**config.mk**
```make
export PLATFORM = sky130hd
export DESIGN_NAME = line_grid_cell_walker
export DESIGN_NICKNAME = d
export VERILOG_FILES = /design/src/rtl/core/lgcw_pkg.sv /design/src/rtl/core/lgcw_mac.sv /design/src/rtl/core/lgcw_seq.sv /design/src/rtl/core/line_grid_cell_walker.sv
export SDC_FILE = /design/constraint.sdc
export NUM_CORES = 1
export LEC_CHECK = 0
export CAP_MARGIN = 10
export CORE_UTILIZATION = 55
export DETAILED_ROUTE_END_ITERATION = 10
export DONT_BUFFER_PORTS = 1
export PLACE_DENSITY_LB_ADDON = 0.2
export SLEW_MARGIN = 0
export SYNTH_ARGS = -nofsm -noshare
export SYNTH_HDL_FRONTEND = slang
export SYNTH_SLANG_ARGS = --single-unit
export TNS_END_PERCENT = 1
```
**constraint.sdc**
```tcl
create_clock -name clock -period 9.9 [get_ports clock]
set_input_delay 2.97 -clock clock [delete_from_list [all_inputs] [get_ports clock]]
set_output_delay 2.97 -clock clock [all_outputs]
set_load 0.005 [all_outputs]
```
**src/rtl/core/lgcw_pkg.sv**
```systemverilog
// shared types, constants and codes for the line grid cell walker
package lgcw_pkg;

   localparam int BLOCK_SHIFT_DEF = 7;
   localparam int MAX_SIDE_DEF    = 32;

   localparam int FIELD_W     = 16;
   localparam int COORD_W     = 17;
   localparam int SIDE_W      = 6;
   localparam int INDEX_OUT_W = 10;
   localparam int CNT_W       = 6;
   localparam int CSR_IDX_W   = 3;

   localparam logic [CNT_W-1:0] RESULT_LIMIT = 6'd63;

   localparam logic [CSR_IDX_W-1:0] CSR_ORIGIN_X    = 3'd0;
   localparam logic [CSR_IDX_W-1:0] CSR_ORIGIN_Y    = 3'd1;
   localparam logic [CSR_IDX_W-1:0] CSR_GRID_WIDTH  = 3'd2;
   localparam logic [CSR_IDX_W-1:0] CSR_GRID_HEIGHT = 3'd3;

   typedef enum logic [2:0] {
      ST_IDLE,
      ST_CUR,
      ST_END,
      ST_TOT,
      ST_DEC1,
      ST_DEC2,
      ST_WALK
   } state_type;

   typedef enum logic [2:0] {
      OP_NONE,
      OP_CUR,
      OP_END,
      OP_TOT,
      OP_DEC1,
      OP_DEC2,
      OP_STEP
   } op_type;

   typedef struct packed {
      logic   idle;
      op_type op;
   } ctrl_type;

   typedef struct packed {
      logic walk_exit;
   } status_type;

endpackage

```
**src/rtl/core/lgcw_mac.sv**
```systemverilog
// shared multiply-accumulate unit: acc plus or minus a product or an addend
module lgcw_mac #(
   parameter int MA_W  = 17,
   parameter int MB_W  = 16,
   parameter int ACC_W = 31
) (
   input  logic                    op_mul,
   input  logic                    op_neg,
   input  logic signed [ACC_W-1:0] acc,
   input  logic signed [MA_W-1:0]  ma,
   input  logic        [MB_W-1:0]  mb,
   input  logic signed [ACC_W-1:0] ad,
   output logic signed [ACC_W-1:0] res
);

   localparam int PROD_W = MA_W + MB_W + 1;

   logic signed [PROD_W-1:0] prod;
   logic signed [ACC_W-1:0]  term;

   always_comb begin
      prod = ma * $signed({1'b0, mb});
      term = op_mul ? ACC_W'(prod) : ad;
      res  = op_neg ? (acc - term) : (acc + term);
   end

endmodule

```
**src/rtl/core/lgcw_seq.sv**
```systemverilog
// sequencer: setup steps on the shared unit, then the grid walk
module lgcw_seq (
   input  logic                   clock,
   input  logic                   reset,
   input  logic                   req_valid,
   input  lgcw_pkg::status_type   status,
   output lgcw_pkg::ctrl_type     ctrl
);

   lgcw_pkg::state_type state_ff;
   lgcw_pkg::state_type state_in;

   always_ff @(posedge clock) begin
      if (reset) begin
         state_ff <= lgcw_pkg::ST_IDLE;
      end else begin
         state_ff <= state_in;
      end
   end

   always_comb begin
      state_in = state_ff;
      case (state_ff)
         lgcw_pkg::ST_IDLE: begin
            if (req_valid) begin
               state_in = lgcw_pkg::ST_CUR;
            end
         end
         lgcw_pkg::ST_CUR:  state_in = lgcw_pkg::ST_END;
         lgcw_pkg::ST_END:  state_in = lgcw_pkg::ST_TOT;
         lgcw_pkg::ST_TOT:  state_in = lgcw_pkg::ST_DEC1;
         lgcw_pkg::ST_DEC1: state_in = lgcw_pkg::ST_DEC2;
         lgcw_pkg::ST_DEC2: state_in = lgcw_pkg::ST_WALK;
         lgcw_pkg::ST_WALK: begin
            if (status.walk_exit) begin
               state_in = lgcw_pkg::ST_IDLE;
            end
         end
         default: state_in = lgcw_pkg::ST_IDLE;
      endcase
   end

   always_comb begin
      ctrl.idle = 1'b0;
      ctrl.op   = lgcw_pkg::OP_NONE;
      case (state_ff)
         lgcw_pkg::ST_IDLE: ctrl.idle = 1'b1;
         lgcw_pkg::ST_CUR:  ctrl.op = lgcw_pkg::OP_CUR;
         lgcw_pkg::ST_END:  ctrl.op = lgcw_pkg::OP_END;
         lgcw_pkg::ST_TOT:  ctrl.op = lgcw_pkg::OP_TOT;
         lgcw_pkg::ST_DEC1: ctrl.op = lgcw_pkg::OP_DEC1;
         lgcw_pkg::ST_DEC2: ctrl.op = lgcw_pkg::OP_DEC2;
         lgcw_pkg::ST_WALK: ctrl.op = lgcw_pkg::OP_STEP;
         default: ctrl.op = lgcw_pkg::OP_NONE;
      endcase
   end

endmodule

```
**src/rtl/core/line_grid_cell_walker.sv**
```systemverilog
// line grid cell walker top level: registers, datapath and result register
// setup steps CUR, END, TOT, DEC1 and DEC2, then one block per cycle unless rsp_stall
// a segment gives at most 63 results; req_stall holds the next until the walker is idle
// a segment whose start block index is outside the grid gives no result
// the walk loop is a single decision update on the shared multiply-accumulate unit
// reset: synchronous; origins go to zero, grid size to 32 by 32, walker to idle
module line_grid_cell_walker #(
   parameter int BLOCK_SHIFT     = lgcw_pkg::BLOCK_SHIFT_DEF,
   parameter int MAX_SIDE_BLOCKS = lgcw_pkg::MAX_SIDE_DEF
) (
   input  logic                                clock,
   input  logic                                reset,
   input  logic                                req_valid,
   output logic                                req_stall,
   input  logic [lgcw_pkg::FIELD_W-1:0]        req_line_id,
   input  logic signed [lgcw_pkg::FIELD_W-1:0] req_start_x,
   input  logic signed [lgcw_pkg::FIELD_W-1:0] req_start_y,
   input  logic signed [lgcw_pkg::FIELD_W-1:0] req_end_x,
   input  logic signed [lgcw_pkg::FIELD_W-1:0] req_end_y,
   output logic                                rsp_valid,
   input  logic                                rsp_stall,
   output logic [lgcw_pkg::INDEX_OUT_W-1:0]    rsp_block_index,
   output logic [lgcw_pkg::FIELD_W-1:0]        rsp_segment_id,
   output logic                                rsp_last,
   output logic                                rsp_overflow,
   input  logic                                csr_valid,
   output logic                                csr_ready,
   input  logic [lgcw_pkg::CSR_IDX_W-1:0]      csr_index,
   input  logic [lgcw_pkg::FIELD_W-1:0]        csr_data
);

   localparam int COORD_W = lgcw_pkg::COORD_W;
   localparam int FIELD_W = lgcw_pkg::FIELD_W;
   localparam int SIDE_W  = lgcw_pkg::SIDE_W;
   localparam int CNT_W   = lgcw_pkg::CNT_W;
   localparam int IDX_W   = COORD_W - BLOCK_SHIFT + 7;
   localparam int ACC_W   = 24 + BLOCK_SHIFT;
   localparam int MA_W    = COORD_W;

   // configuration
   logic signed [FIELD_W-1:0] origin_x_ff;
   logic signed [FIELD_W-1:0] origin_y_ff;
   logic [SIDE_W-1:0]         grid_width_ff;
   logic [SIDE_W-1:0]         grid_height_ff;
   logic [SIDE_W-1:0]         w_eff;
   logic [SIDE_W-1:0]         h_eff;

   // segment
   logic [FIELD_W-1:0]        id_ff;
   logic signed [COORD_W-1:0] x_ff;
   logic signed [COORD_W-1:0] y_ff;
   logic signed [COORD_W-1:0] ex_ff;
   logic signed [COORD_W-1:0] ey_ff;
   logic [FIELD_W-1:0]        adx_ff;
   logic [FIELD_W-1:0]        ady_ff;
   logic                      sx_neg_ff;
   logic                      sy_neg_ff;
   logic                      dx_zero_ff;
   logic                      dy_zero_ff;
   logic signed [COORD_W-1:0] x_in;
   logic signed [COORD_W-1:0] y_in;
   logic signed [COORD_W-1:0] ex_in;
   logic signed [COORD_W-1:0] ey_in;
   logic signed [COORD_W-1:0] dx_in;
   logic signed [COORD_W-1:0] dy_in;
   logic [COORD_W-1:0]        adx_full;
   logic [COORD_W-1:0]        ady_full;

   // walker
   logic signed [IDX_W-1:0]   cur_ff;
   logic signed [IDX_W-1:0]   end_ff;
   logic signed [IDX_W-1:0]   total_ff;
   logic signed [ACC_W-1:0]   dec_ff;
   logic [CNT_W-1:0]          cnt_ff;

   // result register
   logic                          rsp_valid_ff;
   logic [lgcw_pkg::INDEX_OUT_W-1:0] rsp_index_ff;
   logic [FIELD_W-1:0]            rsp_id_ff;
   logic                          rsp_last_ff;
   logic                          rsp_ovf_ff;

   lgcw_pkg::ctrl_type   ctrl;
   lgcw_pkg::status_type status;

   // shared unit operands
   logic                      op_mul;
   logic                      op_neg;
   logic signed [ACC_W-1:0]   mac_acc;
   logic signed [MA_W-1:0]    mac_ma;
   logic [FIELD_W-1:0]        mac_mb;
   logic signed [ACC_W-1:0]   mac_ad;
   logic signed [ACC_W-1:0]   mac_res;

   logic signed [COORD_W-1:0] bx;
   logic signed [COORD_W-1:0] by;
   logic signed [COORD_W-1:0] ebx;
   logic signed [COORD_W-1:0] eby;
   logic [BLOCK_SHIFT-1:0]    oxp;
   logic [BLOCK_SHIFT-1:0]    oyp;

   logic                      req_fire;
   logic                      walking;
   logic                      rsp_free;
   logic                      in_range;
   logic                      at_end;
   logic                      go_x;
   logic                      neg_step;
   logic signed [IDX_W-1:0]   step_mag;
   logic signed [IDX_W-1:0]   next_idx;
   logic                      next_out;
   logic                      at_limit;
   logic                      emit;
   logic                      emit_last;
   logic                      emit_ovf;

   assign csr_ready = 1'b1;

   always_ff @(posedge clock) begin
      if (reset) begin
         origin_x_ff    <= '0;
         origin_y_ff    <= '0;
         grid_width_ff  <= SIDE_W'(32);
         grid_height_ff <= SIDE_W'(32);
      end else if (csr_valid && csr_ready) begin
         case (csr_index)
            lgcw_pkg::CSR_ORIGIN_X:    origin_x_ff    <= csr_data;
            lgcw_pkg::CSR_ORIGIN_Y:    origin_y_ff    <= csr_data;
            lgcw_pkg::CSR_GRID_WIDTH:  grid_width_ff  <= csr_data[SIDE_W-1:0];
            lgcw_pkg::CSR_GRID_HEIGHT: grid_height_ff <= csr_data[SIDE_W-1:0];
            default: ;
         endcase
      end
   end

   always_comb begin
      if (grid_width_ff == '0) begin
         w_eff = SIDE_W'(1);
      end else if (grid_width_ff > SIDE_W'(MAX_SIDE_BLOCKS)) begin
         w_eff = SIDE_W'(MAX_SIDE_BLOCKS);
      end else begin
         w_eff = grid_width_ff;
      end
      if (grid_height_ff == '0) begin
         h_eff = SIDE_W'(1);
      end else if (grid_height_ff > SIDE_W'(MAX_SIDE_BLOCKS)) begin
         h_eff = SIDE_W'(MAX_SIDE_BLOCKS);
      end else begin
         h_eff = grid_height_ff;
      end
   end

   lgcw_seq u_seq (
      .clock     (clock),
      .reset     (reset),
      .req_valid (req_valid),
      .status    (status),
      .ctrl      (ctrl)
   );

   assign req_stall = !ctrl.idle;
   assign req_fire  = req_valid && ctrl.idle;
   assign walking   = (ctrl.op == lgcw_pkg::OP_STEP);

   // segment capture
   always_comb begin
      x_in  = COORD_W'(req_start_x) - COORD_W'(origin_x_ff);
      y_in  = COORD_W'(req_start_y) - COORD_W'(origin_y_ff);
      ex_in = COORD_W'(req_end_x) - COORD_W'(origin_x_ff);
      ey_in = COORD_W'(req_end_y) - COORD_W'(origin_y_ff);
      dx_in = COORD_W'(req_end_x) - COORD_W'(req_start_x);
      dy_in = COORD_W'(req_end_y) - COORD_W'(req_start_y);
      adx_full = dx_in[COORD_W-1] ? COORD_W'(-dx_in) : COORD_W'(dx_in);
      ady_full = dy_in[COORD_W-1] ? COORD_W'(-dy_in) : COORD_W'(dy_in);
   end

   always_ff @(posedge clock) begin
      if (req_fire) begin
         id_ff      <= req_line_id;
         x_ff       <= x_in;
         y_ff       <= y_in;
         ex_ff      <= ex_in;
         ey_ff      <= ey_in;
         adx_ff     <= adx_full[FIELD_W-1:0];
         ady_ff     <= ady_full[FIELD_W-1:0];
         sx_neg_ff  <= dx_in[COORD_W-1];
         sy_neg_ff  <= dy_in[COORD_W-1];
         dx_zero_ff <= (dx_in == '0);
         dy_zero_ff <= (dy_in == '0);
      end
   end

   // block coordinates and in-block distance to the far edge
   always_comb begin
      bx  = x_ff >>> BLOCK_SHIFT;
      by  = y_ff >>> BLOCK_SHIFT;
      ebx = ex_ff >>> BLOCK_SHIFT;
      eby = ey_ff >>> BLOCK_SHIFT;
      oxp = sx_neg_ff ? x_ff[BLOCK_SHIFT-1:0] : ~x_ff[BLOCK_SHIFT-1:0];
      oyp = sy_neg_ff ? y_ff[BLOCK_SHIFT-1:0] : ~y_ff[BLOCK_SHIFT-1:0];
   end

   // walk step
   always_comb begin
      rsp_free = !rsp_valid_ff || !rsp_stall;
      in_range = !cur_ff[IDX_W-1] && (cur_ff < total_ff);
      at_end   = (cur_ff == end_ff);
      go_x     = dec_ff[ACC_W-1];
      step_mag = go_x ? IDX_W'(1) : IDX_W'(w_eff);
      neg_step = go_x ? sx_neg_ff : sy_neg_ff;
      next_idx = neg_step ? (cur_ff - step_mag) : (cur_ff + step_mag);
      next_out = next_idx[IDX_W-1] || (next_idx >= total_ff);
      at_limit = (cnt_ff >= (lgcw_pkg::RESULT_LIMIT - CNT_W'(1)));
      emit      = walking && in_range && rsp_free;
      emit_last = at_end || next_out || at_limit;
      emit_ovf  = !at_end && !next_out && at_limit;
      status.walk_exit = walking && (!in_range || (emit && emit_last));
   end

   // shared unit operand select
   always_comb begin
      op_mul  = 1'b1;
      op_neg  = 1'b0;
      mac_acc = '0;
      mac_ma  = '0;
      mac_mb  = '0;
      mac_ad  = '0;
      case (ctrl.op)
         lgcw_pkg::OP_CUR: begin
            mac_acc = ACC_W'(bx);
            mac_ma  = by;
            mac_mb  = FIELD_W'(w_eff);
         end
         lgcw_pkg::OP_END: begin
            mac_acc = ACC_W'(ebx);
            mac_ma  = eby;
            mac_mb  = FIELD_W'(w_eff);
         end
         lgcw_pkg::OP_TOT: begin
            mac_ma = MA_W'(w_eff);
            mac_mb = FIELD_W'(h_eff);
         end
         lgcw_pkg::OP_DEC1: begin
            mac_ma = MA_W'(oxp);
            mac_mb = ady_ff;
         end
         lgcw_pkg::OP_DEC2: begin
            op_neg  = 1'b1;
            mac_acc = dec_ff;
            mac_ma  = MA_W'(oyp);
            mac_mb  = adx_ff;
         end
         lgcw_pkg::OP_STEP: begin
            op_mul  = 1'b0;
            op_neg  = !go_x;
            mac_acc = dec_ff;
            mac_ad  = ACC_W'({1'b0, (go_x ? ady_ff : adx_ff), {BLOCK_SHIFT{1'b0}}});
         end
         default: op_mul = 1'b1;
      endcase
   end

   lgcw_mac #(
      .MA_W  (MA_W),
      .MB_W  (FIELD_W),
      .ACC_W (ACC_W)
   ) u_mac (
      .op_mul (op_mul),
      .op_neg (op_neg),
      .acc    (mac_acc),
      .ma     (mac_ma),
      .mb     (mac_mb),
      .ad     (mac_ad),
      .res    (mac_res)
   );

   // walker state
   always_ff @(posedge clock) begin
      case (ctrl.op)
         lgcw_pkg::OP_CUR: cur_ff   <= IDX_W'(mac_res);
         lgcw_pkg::OP_END: end_ff   <= IDX_W'(mac_res);
         lgcw_pkg::OP_TOT: total_ff <= IDX_W'(mac_res);
         lgcw_pkg::OP_DEC1: dec_ff  <= mac_res;
         lgcw_pkg::OP_DEC2: begin
            if (dx_zero_ff) begin
               dec_ff <= ACC_W'(1);
            end else if (dy_zero_ff) begin
               dec_ff <= '1;
            end else begin
               dec_ff <= mac_res;
            end
         end
         lgcw_pkg::OP_STEP: begin
            if (emit) begin
               dec_ff <= mac_res;
               cur_ff <= next_idx;
            end
         end
         default: ;
      endcase
   end

   always_ff @(posedge clock) begin
      if (reset) begin
         cnt_ff <= '0;
      end else if (req_fire) begin
         cnt_ff <= '0;
      end else if (emit) begin
         cnt_ff <= cnt_ff + CNT_W'(1);
      end
   end

   // result register
   always_ff @(posedge clock) begin
      if (reset) begin
         rsp_valid_ff <= 1'b0;
      end else if (emit) begin
         rsp_valid_ff <= 1'b1;
      end else if (!rsp_stall) begin
         rsp_valid_ff <= 1'b0;
      end
   end

   always_ff @(posedge clock) begin
      if (emit) begin
         rsp_index_ff <= cur_ff[lgcw_pkg::INDEX_OUT_W-1:0];
         rsp_id_ff    <= id_ff;
         rsp_last_ff  <= emit_last;
         rsp_ovf_ff   <= emit_ovf;
      end
   end

   assign rsp_valid       = rsp_valid_ff;
   assign rsp_block_index = rsp_index_ff;
   assign rsp_segment_id  = rsp_id_ff;
   assign rsp_last        = rsp_last_ff;
   assign rsp_overflow    = rsp_ovf_ff;

endmodule
```
== Word level (Yosys, flattened, before mapping) ==
Index checks and enable logic that the tools add are counted.

* Add/sub/neg operators: 13
* $mul: 1
* Div/mod/pow operators: 0
* Order comparisons: 5
* Eq/ne operators: 20
* Shifts and indexed selects: 0
* Multiplexer cells: 31
* Bitwise operators: 2
* Reduce and logical (&&, ||, !) cells: 39

{| class="wikitable"
|+ Operators by type and width
! cell !! count
|-
| $pmux 31 s3 || 2
|-
| $mux 31 || 5
|-
| $sub 16x16->17 || 6
|-
| $pmux 17 s5 || 1
|-
| $pmux 16 s4 || 1
|-
| $mux 16 || 3
|-
| $logic_not 17->1 || 2
|-
| $mux 17 || 2
|-
| $pmux 17 s2 || 1
|-
| $neg 16->16 || 2
|-
| $add 31x31->31 || 1
|-
| $mul 17x17->31 || 1
|-
| $sub 31x31->31 || 1
|-
| $mux 6 || 5
|-
| $pmux 3 s7 || 1
|-
| $eq 3x2->1 const B || 6
|-
| $eq 3x3->1 const B || 6
|-
| $pmux 3 s6 || 1
|-
| $add 17x7->17 || 1
|-
| $eq 17x17->1 || 1
|-
| $ge 17x17->1 || 1
|-
| $lt 17x17->1 || 1
|-
| $sub 17x7->17 || 1
|-
| $mux 7 || 2
|-
| 19 further kinds || 57
|}

* Bits in registers: 284
* Latch bits: 0
* Bits in writable memories: 0
* Memory bits (read-only): 0
* Bits of input ports: 104
* Output and inout bits: 31
* Logic and storage cells: 137
* Memories kept: 0

== Longest topological paths before layout ==
Gate-level depths: netlist of the first run.

* Depth in word-level cells: 15
* Mapped depth: 44
* Depth with buffers taken out: 41

== Modules after synthesis ==
A second synthesis of the first run with hierarchy kept.

* Cell total of the unflattened synthesis: 3349
* Area total of the unflattened synthesis: 30538.0 um2

{| class="wikitable"
|+ By module, submodules not included
! module !! times used !! cells each !! area an instance (um2) !! seq. area each (um2)
|-
| line_grid_cell_walker || 1 || 1724 || 17085.1 || 7507.2
|-
| lgcw_mac || 1 || 1607 || 13266.5 || 0.0
|-
| lgcw_seq || 1 || 18 || 186.4 || 60.1
|}

== Least setup slack after synthesis of the first run ==
OpenSTA, ideal clock, no wires.

* Path kind: reg2reg
* From: register u_seq.state_ff[1]
* To: register dec_ff[30], data pin
* Library setup time: 270 ps
* Arrival time: 9821 ps
* Required time: 9630 ps
* Path slack: -192 ps
* Cell stages (with the launch flop): 40
* Buffers on the path: 2
* Clock period less this slack: 10092 ps
* Path through: dfxtp_1 > buf_2 > nand2_1 > nand2_1 > inv_1 > ha_1 > nand2_1 > clkinv_1 > a221oi_1 > nor2_1 > fa_1 > inv_1 > fa_1 > inv_1 > fa_1 > fa_1 > fa_1 > inv_1 > (+4 left out) > a21o_1 > a41oi_1 > a31oi_1 > nor2_1 > a21oi_1 > or3b_4 > o21ai_1 > xnor2_1 > ha_1 > a21o_1 > a21oi_1 > o21ai_0 > nor4b_1 > nor2_1 > a41oi_1 > a21oi_1 > xnor3_1 > a21oi_1

* Longest elaborated chain between the ends: 12
* Elaborated cells on any way between the ends: 28
* Classes of those cells: add/sub: 2; mul: 1; eq/ne: 12; mux: 11; reduce/logical: 2

{| class="wikitable"
|+ RTL lines
! what !! line !! source
|-
| from (decl) || lgcw_seq.sv:10 || <nowiki>lgcw_pkg::state_type state_ff;</nowiki>
|-
| from (signal assigned) || lgcw_seq.sv:15 || <nowiki>state_ff <= lgcw_pkg::ST_IDLE;</nowiki>
|-
| from (signal assigned) || lgcw_seq.sv:17 || <nowiki>state_ff <= state_in;</nowiki>
|-
| $eq 3x3->1 (tied with other cells) || lgcw_seq.sv:46 || <nowiki>case (state_ff)</nowiki>
|-
| $pmux 3 s6 * || lgcw_seq.sv:46 ||
|-
| $eq 3x2->1 or $eq 3x1->1 (tied branches) || line_grid_cell_walker.sv:228 || <nowiki>case (ctrl.op)</nowiki>
|-
| $reduce_or 2->1 (no line) || -- ||
|-
| $pmux 16 s4 || line_grid_cell_walker.sv:228 ||
|-
| $mul 17x17->31 || lgcw_mac.sv:22 || <nowiki>prod = ma * $signed({1'b0, mb});</nowiki>
|-
| $mux 31 || lgcw_mac.sv:23 || <nowiki>term = op_mul ? ACC_W'(prod) : ad;</nowiki>
|-
| $add 31x31->31 or $sub 31x31->31 (tied branches) || lgcw_mac.sv:24 || <nowiki>res = op_neg ? (acc - term) : (acc + term);</nowiki>
|-
| $mux 31 || lgcw_mac.sv:24 ||
|-
| $mux 31 || line_grid_cell_walker.sv:287 || <nowiki>end else if (dy_zero_ff) begin</nowiki>
|-
| $mux 31 || line_grid_cell_walker.sv:285 || <nowiki>if (dx_zero_ff) begin</nowiki>
|-
| $pmux 31 s3 * || line_grid_cell_walker.sv:279 || <nowiki>case (ctrl.op)</nowiki>
|-
| to (signal assigned) || line_grid_cell_walker.sv:283 || <nowiki>lgcw_pkg::OP_DEC1: dec_ff <= mac_res;</nowiki>
|-
| to (signal assigned) || line_grid_cell_walker.sv:290 || <nowiki>dec_ff <= mac_res;</nowiki>
|-
| to (signal assigned) || line_grid_cell_walker.sv:295 || <nowiki>dec_ff <= mac_res;</nowiki>
|-
| to (decl) || line_grid_cell_walker.sv:73 || <nowiki>logic signed [ACC_W-1:0] dec_ff;</nowiki>
|}

Every way passes the cells marked *; elsewhere a longest branch is shown, timed or not. The select of a mux whose other input is x is not followed.
A chain may end at the register's enable or synchronous reset.

== Worst setup path in the final report of the first run ==
* From: register u_seq.state_ff[2]
* To: register dec_ff[30], data pin

The elaborated chain is that of the path after synthesis.

==> flow_summary.json, run 1 <==
{
  "run_status": "completed",
  "final_cell_mix": "inv_1, nand2_1, ha_1",
  "ant_nets": 0,
  "dpl_cell_area_sq_mm": 0.0280,
  "pwr-share-comb_pct": 73.9,
  "postSynthCellCount": 2903,
  "crit_start": "u_seq.state_ff[2]",
  "clk_path_buf_depth": 3,
  "synth-edff-count": 216,
  "drt_iter0_drc": 1573,
  "crit_arrival_ns": 9.78,
  "end_kind": "flop",
  "yosysTopAreaCell": "edfxtp_1",
  "grt_pass1_wl_um": 114000,
  "yosys_most_used_dff": "edfxtp_1",
  "worst_pin_slew_ns": 1.19,
  "root_buffer": "clkbuf_16",
  "ir_drop_v": 0.000509,
  "avgSynthCellArea_sq_um": 9.21,
  "clkSlewWorstSetupHoldPaths_ns": 0.06,
  "grt_max_degree": 78,
  "fillCellCount": 4095,
  "worstHoldPathType": "reg -> reg",
  "start_kind": "flop",
  "pwr-share-seq_pct": 16.0,
  "drv_slew": 0,
  "synth-seq-cells": 270,
  "start_util_pct": 55.9,
  "area_growth_pct": 9.98,
  "final_area_sq_mm": 0.0294,
  "cts_tree": "done",
  "cts_buffers": 31,
  "dp_slack_ns": -0.167,
  "r2r_start": "u_seq.state_ff[2]",
  "drv_cap": 0,
  "drive_gt1_share_pct": 8.67,
  "syn_area_sq_mm": 0.0267,
  "layout.nets": 3549,
  "fin_crit_sh_pct": 95.5,
  "cellPowerDensity_mw_per_mm2": 402,
  "yosysWarnings": 0,
  "fin_cells": 3628,
  "worst_ep_required_time_ns": 10.22,
  "r2r_setup_slack_ns": 0.44,
  "r2r_cells": 38,
  "die_w_um": 222,
  "hold_violations": 0,
  "htree_levels": 1,
  "dr.pass1.iters": 6,
  "worst_path_most_repeated_cell": "fa_1",
  "io_pins": 135,
  "multiInputGateArea_sq_mm": 0.0177,
  "r2r_end": "dec_ff[30]",
  "via_per_inst": 5.80,
  "crit_path_max_incr_delay_ns": 0.57,
  "seq_area_frac_synth_pct": 28.3,
  "p_sw_share_pct": 47.7,
  "setup_slack_ns": 0.443,
  "drc": 0,
  "min_period_ns": 9.46,
  "register_area_sq_mm": 0.00757,
  "clkPwrFrac_pct": 10.1,
  "dp_cells": 3559,
  "port-buffer-count": 0,
  "intPower_uw": 6180,
  "hpwl_um": 59100,
  "p_switching_uw": 5630,
  "gp_congestion": 0.972,
  "vias": 21000,
  "cp_max_fo": 12,
  "grt_antenna_before_repair": 5,
  "fmax_mhz": 106,
  "fp-row-count": 80,
  "crit_type": "reg -> reg",
  "setup_viol": 0,
  "synth_top_area_share_pct": 24.3,
  "coreArea_sq_mm": 0.0478,
  "grt.overflow.total": 0,
  "grt_util_all_layers_pct": 29.2,
  "layout_commonest_cell": "inv_1",
  "ys_types": 89,
  "clk-insertion-delay-late_ns": 0.61,
  "synthArstFlopShare_pct": 0,
  "crit_end": "dec_ff[30]",
  "clock-skew-final_ns": 0.0451,
  "die_h_um": 222,
  "synth_area_leaders": "edfxtp_1, fa_1, ha_1, inv_1, xnor2_1",
  "drt-wirelength-per-cell_um": 19.9,
  "slowest_stage": "fa_1",
  "dieArea_sq_mm": 0.0495,
  "cts.sinks": 270,
  "maxSlewHeadroom_pct": 20.3,
  "p_leak_uw": 0.0128,
  "drt_wl_total_um": 72300,
  "grt_pass1_vias": 21400
}
per-layer routing:
metal / part of all wire (%) / track usage (%) / up-vias
met2: 47 / 49.0 / 659
met1: 41 / 36.8 / 10100
met4: 4.6 / 12.2 / 4
li1: - / - / 10100
met3: 7.1 / 5.85 / 163
met5: 0.032 / 0 / -
flip-flops by register name, summed over array words and instances, names as in the netlist, 3 cells and up:
name / cells
rsp_block_index: 10
id_ff: 16
origin_x_ff: 16
cur_ff: 17
grid_width_ff: 6
origin_y_ff: 16
cnt_ff: 6
total_ff: 17
ex_ff: 10
rsp_segment_id: 16
dec_ff: 31
grid_height_ff: 6
adx_ff: 16
u_seq.state_ff: 3
ey_ff: 10
end_ff: 17
x_ff: 17
ady_ff: 16
y_ff: 17
worst max-delay path: cells and delay by family, from the launching register on:
| kind | cells | cell delay, ns |
|---|---|---|
| buffers and inverters | 5 | 0.57 |
| XOR/XNOR | 3 | 0.60 |
| flip-flops | 1 | 0.36 |
| AND/OR/NAND/NOR | 8 | 1.54 |
| adder cells (fa/ha/maj) | 9 | 3.75 |
| AO/OA/AOI/OAI | 13 | 2.36 |
power groups by stage:
stage	clock network [uW]	logic, uW	registers (uW)
after floorplan	0	6330	1860
after global placement	0	8080	1910
after detailed placement	0	8310	1910
after CTS	1210	8370	1890
after global routing	1250	9680	1910
final	1190	8730	1890
timing repair:
| action | CTS | global route |
|---|---|---|
| gates resized for setup | 9 | 51 |
| pin swaps | 1 | 16 |
| setup endpoints to repair | 2 | 7 |
| buffers inserted | 0 | 10 |
| hold buffers | 0 | 0 |
| endpoints found under the hold margin | 0 | 0 |
how the worst min path moves through the flow:
| stage | endpoint | slack [ns] | cells after the start | startpoint |
|---|---|---|---|---|
| 3_3_place_gp | rsp_segment_id[0] | 0.40 | 0 | id_ff[0] |
| 6_report | rsp_segment_id[14] | 0.41 | 0 | id_ff[14] |
| 5_1_grt | rsp_segment_id[8] | 0.42 | 0 | id_ff[8] |
| 4_1_cts | rsp_segment_id[5] | 0.41 | 0 | id_ff[5] |
| 2_1_floorplan | rsp_segment_id[0] | 0.40 | 0 | id_ff[0] |
| 3_5_place_dp | rsp_segment_id[12] | 0.40 | 0 | id_ff[12] |
cell families after synthesis:
family / count (synthesis) / share of synthesized area (%)
and+or+nand+nor: 823 / 14.2
AOI/OAI and AO/OA: 629 / 15.5
buffers and inverters: 486 / 6.94
adders and majority gates: 458 / 27.0
DFF: 270 / 28.3
xor gates and xnor gates: 196 / 6.47
muxes: 39 / 1.52
other: 2 / 0.0281
cell type report:
class / count / area share (%)
tap: 615 / 2.62
clock inverter: 16 / 0.694
timing repair buffer: 97 / 2.53
antenna: 1 / 0.00851
inverter: 401 / 5.13
sequential: 270 / 25.8
multi-input combinational: 2186 / 60.3
clock buffer: 42 / 2.95
per-stage QoR:
stage | util [%] | power [uW] | TNS, ns | hold slack (ns)
floorplan | - | 8190 | 0 | 0.400
global placement | 58.5 | 9990 | 0 | 0.401
detailed placement | 58.5 | 10200 | -0.167 | 0.405
CTS | 60.8 | 11500 | 0 | 0.415
global route | 61.4 | 12800 | -0.0500 | 0.416
finish | 61.4 | 11800 | 0 | 0.414
cells in the mapped netlist (10+ instances only):
master    instances
inv_1           400
nand2_1         277
ha_1            261
nor2_1          246
edfxtp_1        216
fa_1            197
a21oi_1         182
xnor2_1         130
o21ai_0         110
xor2_1           65
clkbuf_1         62
dfxtp_1          54
nor3_1           47
a21o_1           46
nor2b_1          42
a21boi_0         40
nand3_1          37
nand2b_1         35
and2_1           29
a31oi_1          28
mux2i_1          27
a211oi_1         25
o21a_1           25
a22oi_1          23
or2_2            21
or3_1            21
a22o_1           18
nand4_1          15
nor4_1           13
and3_1           12
mux2_2           12
o31ai_1          11
a211o_1          10
buf_1            10
o211ai_1         10
(Power assumes the default switching activity.)
==> inputs of run 2 (changes only) <==
- BUFFER_PORTS_ARGS: not set -> -buffer_cell sky130_fd_sc_hd__buf_2
- DONT_BUFFER_PORTS: 1 -> not set
- SYNTH_HIERARCHICAL: not set -> 1
==> run 2 against run 1 <==
Register-to-register slack got worse by 0.16 ns. Final area increased by 17%. Critical path depth increased by 4. Total power decreased by 55%. Hold slack improved by 0.0030 ns. Setup slack got worse by 0.16 ns. Synthesized cell count increased by 15%.
==> flow_summary.json, run 2 <==
{
  "run_status": "completed",
  "dp_slack_ns": -0.263,
  "cellPowerDensity_mw_per_mm2": 153,
  "dr.pass1.iters": 7,
  "whs_ns": 0.417,
  "end_kind": "flop",
  "drive_gt1_share_pct": 13.3,
  "worst_pin_slew_ns": 1.17,
  "drt_iter0_drc": 1848,
  "drc": 0,
  "dieArea_sq_mm": 0.0565,
  "fin_crit_sh_pct": 97.1,
  "synth_top_area_share_pct": 21.2,
  "coreArea_sq_mm": 0.0543,
  "final_cell_mix": "inv_1, nand2_1, fa_1",
  "clkSlewWorstSetupHoldPaths_ns": 0.07,
  "gp_congestion": 0.944,
  "hold_violations": 0,
  "fp-row-count": 85,
  "port-buffer-count": 133,
  "grt_pass1_vias": 25100,
  "synth_commonest_cells": "inv_1, nand2_1, fa_1, ha_1, edfxtp_1",
  "synth_area_leaders": "edfxtp_1, fa_1, ha_1, inv_1, nand2_1",
  "fmax_mhz": 104,
  "seq_area_frac_synth_pct": 24.8,
  "grt_antenna_before_repair": 1,
  "start_util_pct": 56.2,
  "grt_max_degree": 76,
  "worst_ep_required_time_ns": 10.22,
  "grt.overflow.total": 0,
  "crit_type": "reg -> reg",
  "hpwl_um": 67800,
  "r2r_start": "u_seq/state_ff[0]",
  "drt_wl_total_um": 83600,
  "die_w_um": 238,
  "root_buffer": "clkbuf_16",
  "final_area_sq_mm": 0.0343,
  "intPower_uw": 3290,
  "clk_path_buf_depth": 3,
  "yosysMostFrequentCell": "inv_1",
  "start_kind": "flop",
  "cts_tree": "done",
  "drt-wirelength-per-cell_um": 19.4,
  "synthArstFlopShare_pct": 0,
  "via_per_inst": 5.74,
  "die_h_um": 238,
  "ys_types": 108,
  "crit_arrival_ns": 9.93,
  "io_pins": 135,
  "yosys_most_used_dff": "edfxtp_1",
  "drv_cap": 0,
  "hp-start": "id_ff[2]",
  "fillCellCount": 4595,
  "regMostFlops": "dec_ff",
  "p_leak_uw": 0.0154,
  "grt_util_all_layers_pct": 29.6,
  "clock-skew-final_ns": 0.0492,
  "synth-seq-cells": 270,
  "largest_reg_flops": 31,
  "clkPwrFrac_pct": 23.7,
  "setup_viol": 0,
  "area_growth_pct": 12.4,
  "grt_pass1_wl_um": 132000,
  "yosysTopAreaCell": "edfxtp_1",
  "p_switching_uw": 1970,
  "crit_start": "u_seq/state_ff[0]",
  "yosysWarnings": 6,
  "synth-edff-count": 216,
  "dpl_cell_area_sq_mm": 0.0326,
  "syn_area_sq_mm": 0.0305,
  "crit_path_max_incr_delay_ns": 0.54,
  "vias": 24800,
  "cts.sinks": 270,
  "min_period_ns": 9.61,
  "pwr-share-comb_pct": 46.7,
  "p_sw_share_pct": 37.5,
  "avgSynthCellArea_sq_um": 9.12,
  "layout.nets": 4187,
  "drv_slew": 0,
  "ir_drop_v": 0.000178,
  "maxSlewHeadroom_pct": 22.1,
  "p_total_uw": 5260,
  "slowest_stage": "fa_1",
  "cts_buffers": 30,
  "ant_nets": 0,
  "clk-insertion-delay-late_ns": 0.60,
  "setup_slack_ns": 0.287,
  "pwr-share-seq_pct": 29.6,
  "postSynthCellCount": 3349,
  "layout_commonest_cell": "inv_1",
  "htree_levels": 1,
  "worstHoldPathType": "reg -> reg",
  "cp_max_fo": 9
}
## run 2: cell count changes in the layout (fill, tap and decap cells not counted), sizes merged, moves of 13 or more
cell,delta
a21oi,-27
nor2,-81
xor2,+20
nand2b,-14
o21a,+31
conb,-13
nand2,+102
mux2i,+15
and3,+19
buf,+170
inv,+105
and2,+117
fa,+68
## run 2: final cells by class
cell class              instances  area [sq um]  area share [%]
diodes                          1          2.50         0.00729
clock buffers                  34           776            2.26
clock inverters                22           343           0.999
inverters                     508          1910            5.56
multi-input cells            2476         21000            61.3
flip-flops and latches        270          7570            22.1
well taps                     739           925            2.69
repair buffers                267          1760            5.13
## run 2: power groups by stage
stage | logic [uW] | registers [uW] | clock network, uW
after global placement | 2250 | 1580 | 0
after floorplan | 1680 | 1540 | 0
after detailed placement | 2320 | 1580 | 0
after CTS | 2340 | 1550 | 1260
final | 2460 | 1550 | 1250
after global routing | 2700 | 1560 | 1300
## run 2: logic make-up (layout without fill, tap and decap cells)
family / after synthesis / in the layout / share of synthesized area [%]
other cells: 2 / 29 / 0.0246
fa+ha+maj: 530 / 530 / 28.2
buf+inv: 629 / 831 / 8.20
mux: 50 / 50 / 1.68
compound gates: 652 / 652 / 14.6
flops: 270 / 270 / 24.8
xor+xnor: 216 / 216 / 6.29
simple gates: 1000 / 1000 / 16.1
## run 2: worst max-delay path: cells and delay by family, from the launching register on
kind / cells / cell delay, ns
XOR/XNOR: 2 / 0.30
adder cells (fa/ha/maj): 9 / 4.07
buffers and inverters: 11 / 1.35
AND/OR/NAND/NOR: 8 / 1.03
flip-flops: 1 / 0.38
AO/OA/AOI/OAI: 12 / 2.14
## run 2: path summary, 6_finish.rpt
path                            cells past startpoint  slack, ns           endpoint
worst max-delay path                               42       0.29         dec_ff[28]
worst min register to register                      0       0.42  rsp_segment_id[2]
worst min-delay path                                0       0.42  rsp_segment_id[2]
worst max register to register                     42       0.29         dec_ff[28]
## run 2: timing repair
| item | 4_1_cts | 5_1_grt |
|---|---|---|
| pin swaps | 1 | 37 |
| setup endpoints to repair | 5 | 7 |
| buffers inserted | 1 | 22 |
| cloned | 0 | 0 |
| gates resized for setup | 8 | 108 |
| hold buffers | 0 | 0 |
## run 2: metrics by stage
| step | util, % | setup TNS (ns) | instances |
|---|---|---|---|
| 2_1_floorplan | - | 0 | 3375 |
| 5_1_grt | 63.1 | -0.187 | 4316 |
| 4_1_cts | 62.0 | 0 | 4294 |
| 3_3_place_gp | 59.9 | -0.0950 | 4237 |
| 6_report | 63.1 | 0 | 4317 |
| 3_5_place_dp | 59.9 | -0.636 | 4237 |
## run 2: metal layers
metal  global-route usage (%)  part of all wire [%]  vias up
met5                        0                     0        -
met4                     10.6                   3.6        0
met1                     40.2                    43    12000
met3                     3.17                   6.2      173
met2                     49.0                    47      901
li1                         -                     -    11700
==> inputs of run 3 (changes only) <==
- CORE_UTILIZATION: 55 -> 32
==> run 3 against run 2 <==
Maximum frequency grew 0.31%. Sequential power is essentially flat. Register-to-register slack gained 0.03 ns. First-iteration DRC count shrank 27%. Largest cell class unchanged. Wire length grew 4.5%. Global-route usage shrank 12 points. Flip-flop and latch count is the same. Hold slack lost 0.0071 ns.
==> flow_summary.json, run 3 (synthesis gave the netlist of run 2 again) <==
{
  "crit_arrival_ns": 9.92,
  "vias": 23900,
  "dr.pass1.iters": 5,
  "grt_max_degree": 78,
  "run_status": "completed",
  "final_area_sq_mm": 0.0349,
  "start_util_pct": 32.5,
  "clk_path_buf_depth": 3,
  "dpl_cell_area_sq_mm": 0.0334,
  "holdBufCountCts": 0,
  "htree_levels": 1,
  "min_period_ns": 9.58,
  "fp-row-count": 112,
  "dr_wl_met3_um": 2650,
  "final_cell_mix": "inv_1, nand2_1, fa_1",
  "gp_congestion": 0.930,
  "drive_gt1_share_pct": 12.8,
  "worst_ep_required_time_ns": 10.24,
  "end_kind": "flop",
  "die_h_um": 311,
  "whs_ns": 0.410,
  "grt_util_all_layers_pct": 17.6,
  "hold_violations": 0,
  "start_kind": "flop",
  "rsz0062_at_grt": "yes",
  "drt_iter0_drc": 1349,
  "drv_slew": 0,
  "fmax_mhz": 104,
  "slowest_stage": "fa_1",
  "worst_pin_slew_ns": 1.15,
  "largest_reg_flops": 31,
  "cts_buffers": 31,
  "clkSlewWorstSetupHoldPaths_ns": 0.06,
  "cts_tree": "done",
  "io_pins": 135,
  "crit_path_max_incr_delay_ns": 0.55,
  "root_buffer": "clkbuf_16",
  "fin_crit_sh_pct": 96.8,
  "wl_met1_um": 42100,
  "ir_drop_v": 0.000108,
  "dieArea_sq_mm": 0.0967,
  "area_growth_pct": 14.4,
  "drt-wirelength-per-cell_um": 18.1,
  "die_w_um": 311,
  "worstHoldPathType": "reg -> reg",
  "p_leak_uw": 0.0155,
  "coreArea_sq_mm": 0.0939,
  "drt_wl_total_um": 87400,
  "worst_path_most_repeated_cell": "fa_1",
  "grt_pass1_vias": 23200,
  "cellPowerDensity_mw_per_mm2": 149,
  "clk-insertion-delay-late_ns": 0.59,
  "antenna_cells": 0,
  "via_per_inst": 4.94,
  "routed.top_layer": "met4",
  "maxSlewHeadroom_pct": 23.3,
  "drc": 0,
  "layout.nets": 4193,
  "grt_pass1_wl_um": 135000,
  "grt_antenna_before_repair": 0,
  "crit_type": "reg -> reg",
  "r2r_setup_slack_ns": 0.32,
  "regMostFlops": "dec_ff",
  "ant_nets": 0,
  "hpwl_um": 71300,
  "cp_max_fo": 17,
  "cts.sinks": 270,
  "clock-skew-final_ns": 0.0153,
  "wl_met2_um": 41400,
  "port-buffer-count": 133,
  "setup_viol": 0,
  "p_total_uw": 5190,
  "drv_cap": 0,
  "grt.overflow.total": 0,
  "layout_commonest_cell": "inv_1"
}
-- run 3: cell types whose count changed in the layout (fill, tap and decap cells not counted), moves of 5 or more --
cell | before | now
and2_4 | 6 | 1
ha_1 | 249 | 254
buf_6 | 7 | 2
and2_1 | 139 | 144
buf_12 | 5 | 12
-- run 3: stage by stage --
| step | cells | setup WS (ns) | setup TNS (ns) | util [%] |
|---|---|---|---|---|
| floorplan | 3375 | 0.0281 | 0 | - |
| global placement | 4766 | 0.0248 | 0 | 35.6 |
| detailed placement | 4766 | -0.0677 | -0.139 | 35.6 |
| CTS | 4823 | 0.0509 | 0 | 36.7 |
| global route | 4837 | -0.0904 | -0.143 | 37.2 |
| finish | 4837 | 0.317 | 0 | 37.2 |
-- run 3: timing repair --
action,in CTS,in global routing
setup endpoints to repair,4,8
pin swaps,0,32
gates resized for setup,2,70
cloned,0,3
buffers inserted,0,11
-- run 3: worst paths after layout --
check | start | to | cells after the start
max | u_seq/state_ff[1] | dec_ff[28] | 43
min | id_ff[0] | rsp_segment_id[0] | 0
max reg2reg | u_seq/state_ff[1] | dec_ff[28] | 43
min reg2reg | id_ff[0] | rsp_segment_id[0] | 0
-- run 3: cell type report --
class / count / area (sq um)
fill: 9769 / 59000
timing repair buffer: 272 / 1920
inverter: 508 / 1910
clock buffer: 36 / 815
clock inverter: 21 / 244
tap: 1254 / 1570
multi-input combinational: 2476 / 20900
sequential: 270 / 7570
-- run 3: where the power goes --
group / internal, uW / switching [uW]
combinational: 1070 / 1390
clock: 699 / 487
sequential: 1470 / 81.1
total: 3240 / 1950
-- run 3: metal layers --
metal / global-route usage (%) / vias up
li1: - / 11700
met1: 25.2 / 11700
met2: 29.5 / 409
met3: 1.36 / 68
met4: 2.68 / 0
met5: 0 / -
-- run 3: worst max-delay path, delay by kind of cell, from the launching register on --
kind	cells	cell delay, ns
buffers and inverters	10	1.18
AND/OR/NAND/NOR	9	1.30
multiplexers	1	0.28
XOR/XNOR	3	0.46
adder cells (fa/ha/maj)	9	3.83
flip-flops	1	0.34
AO/OA/AOI/OAI	11	1.90
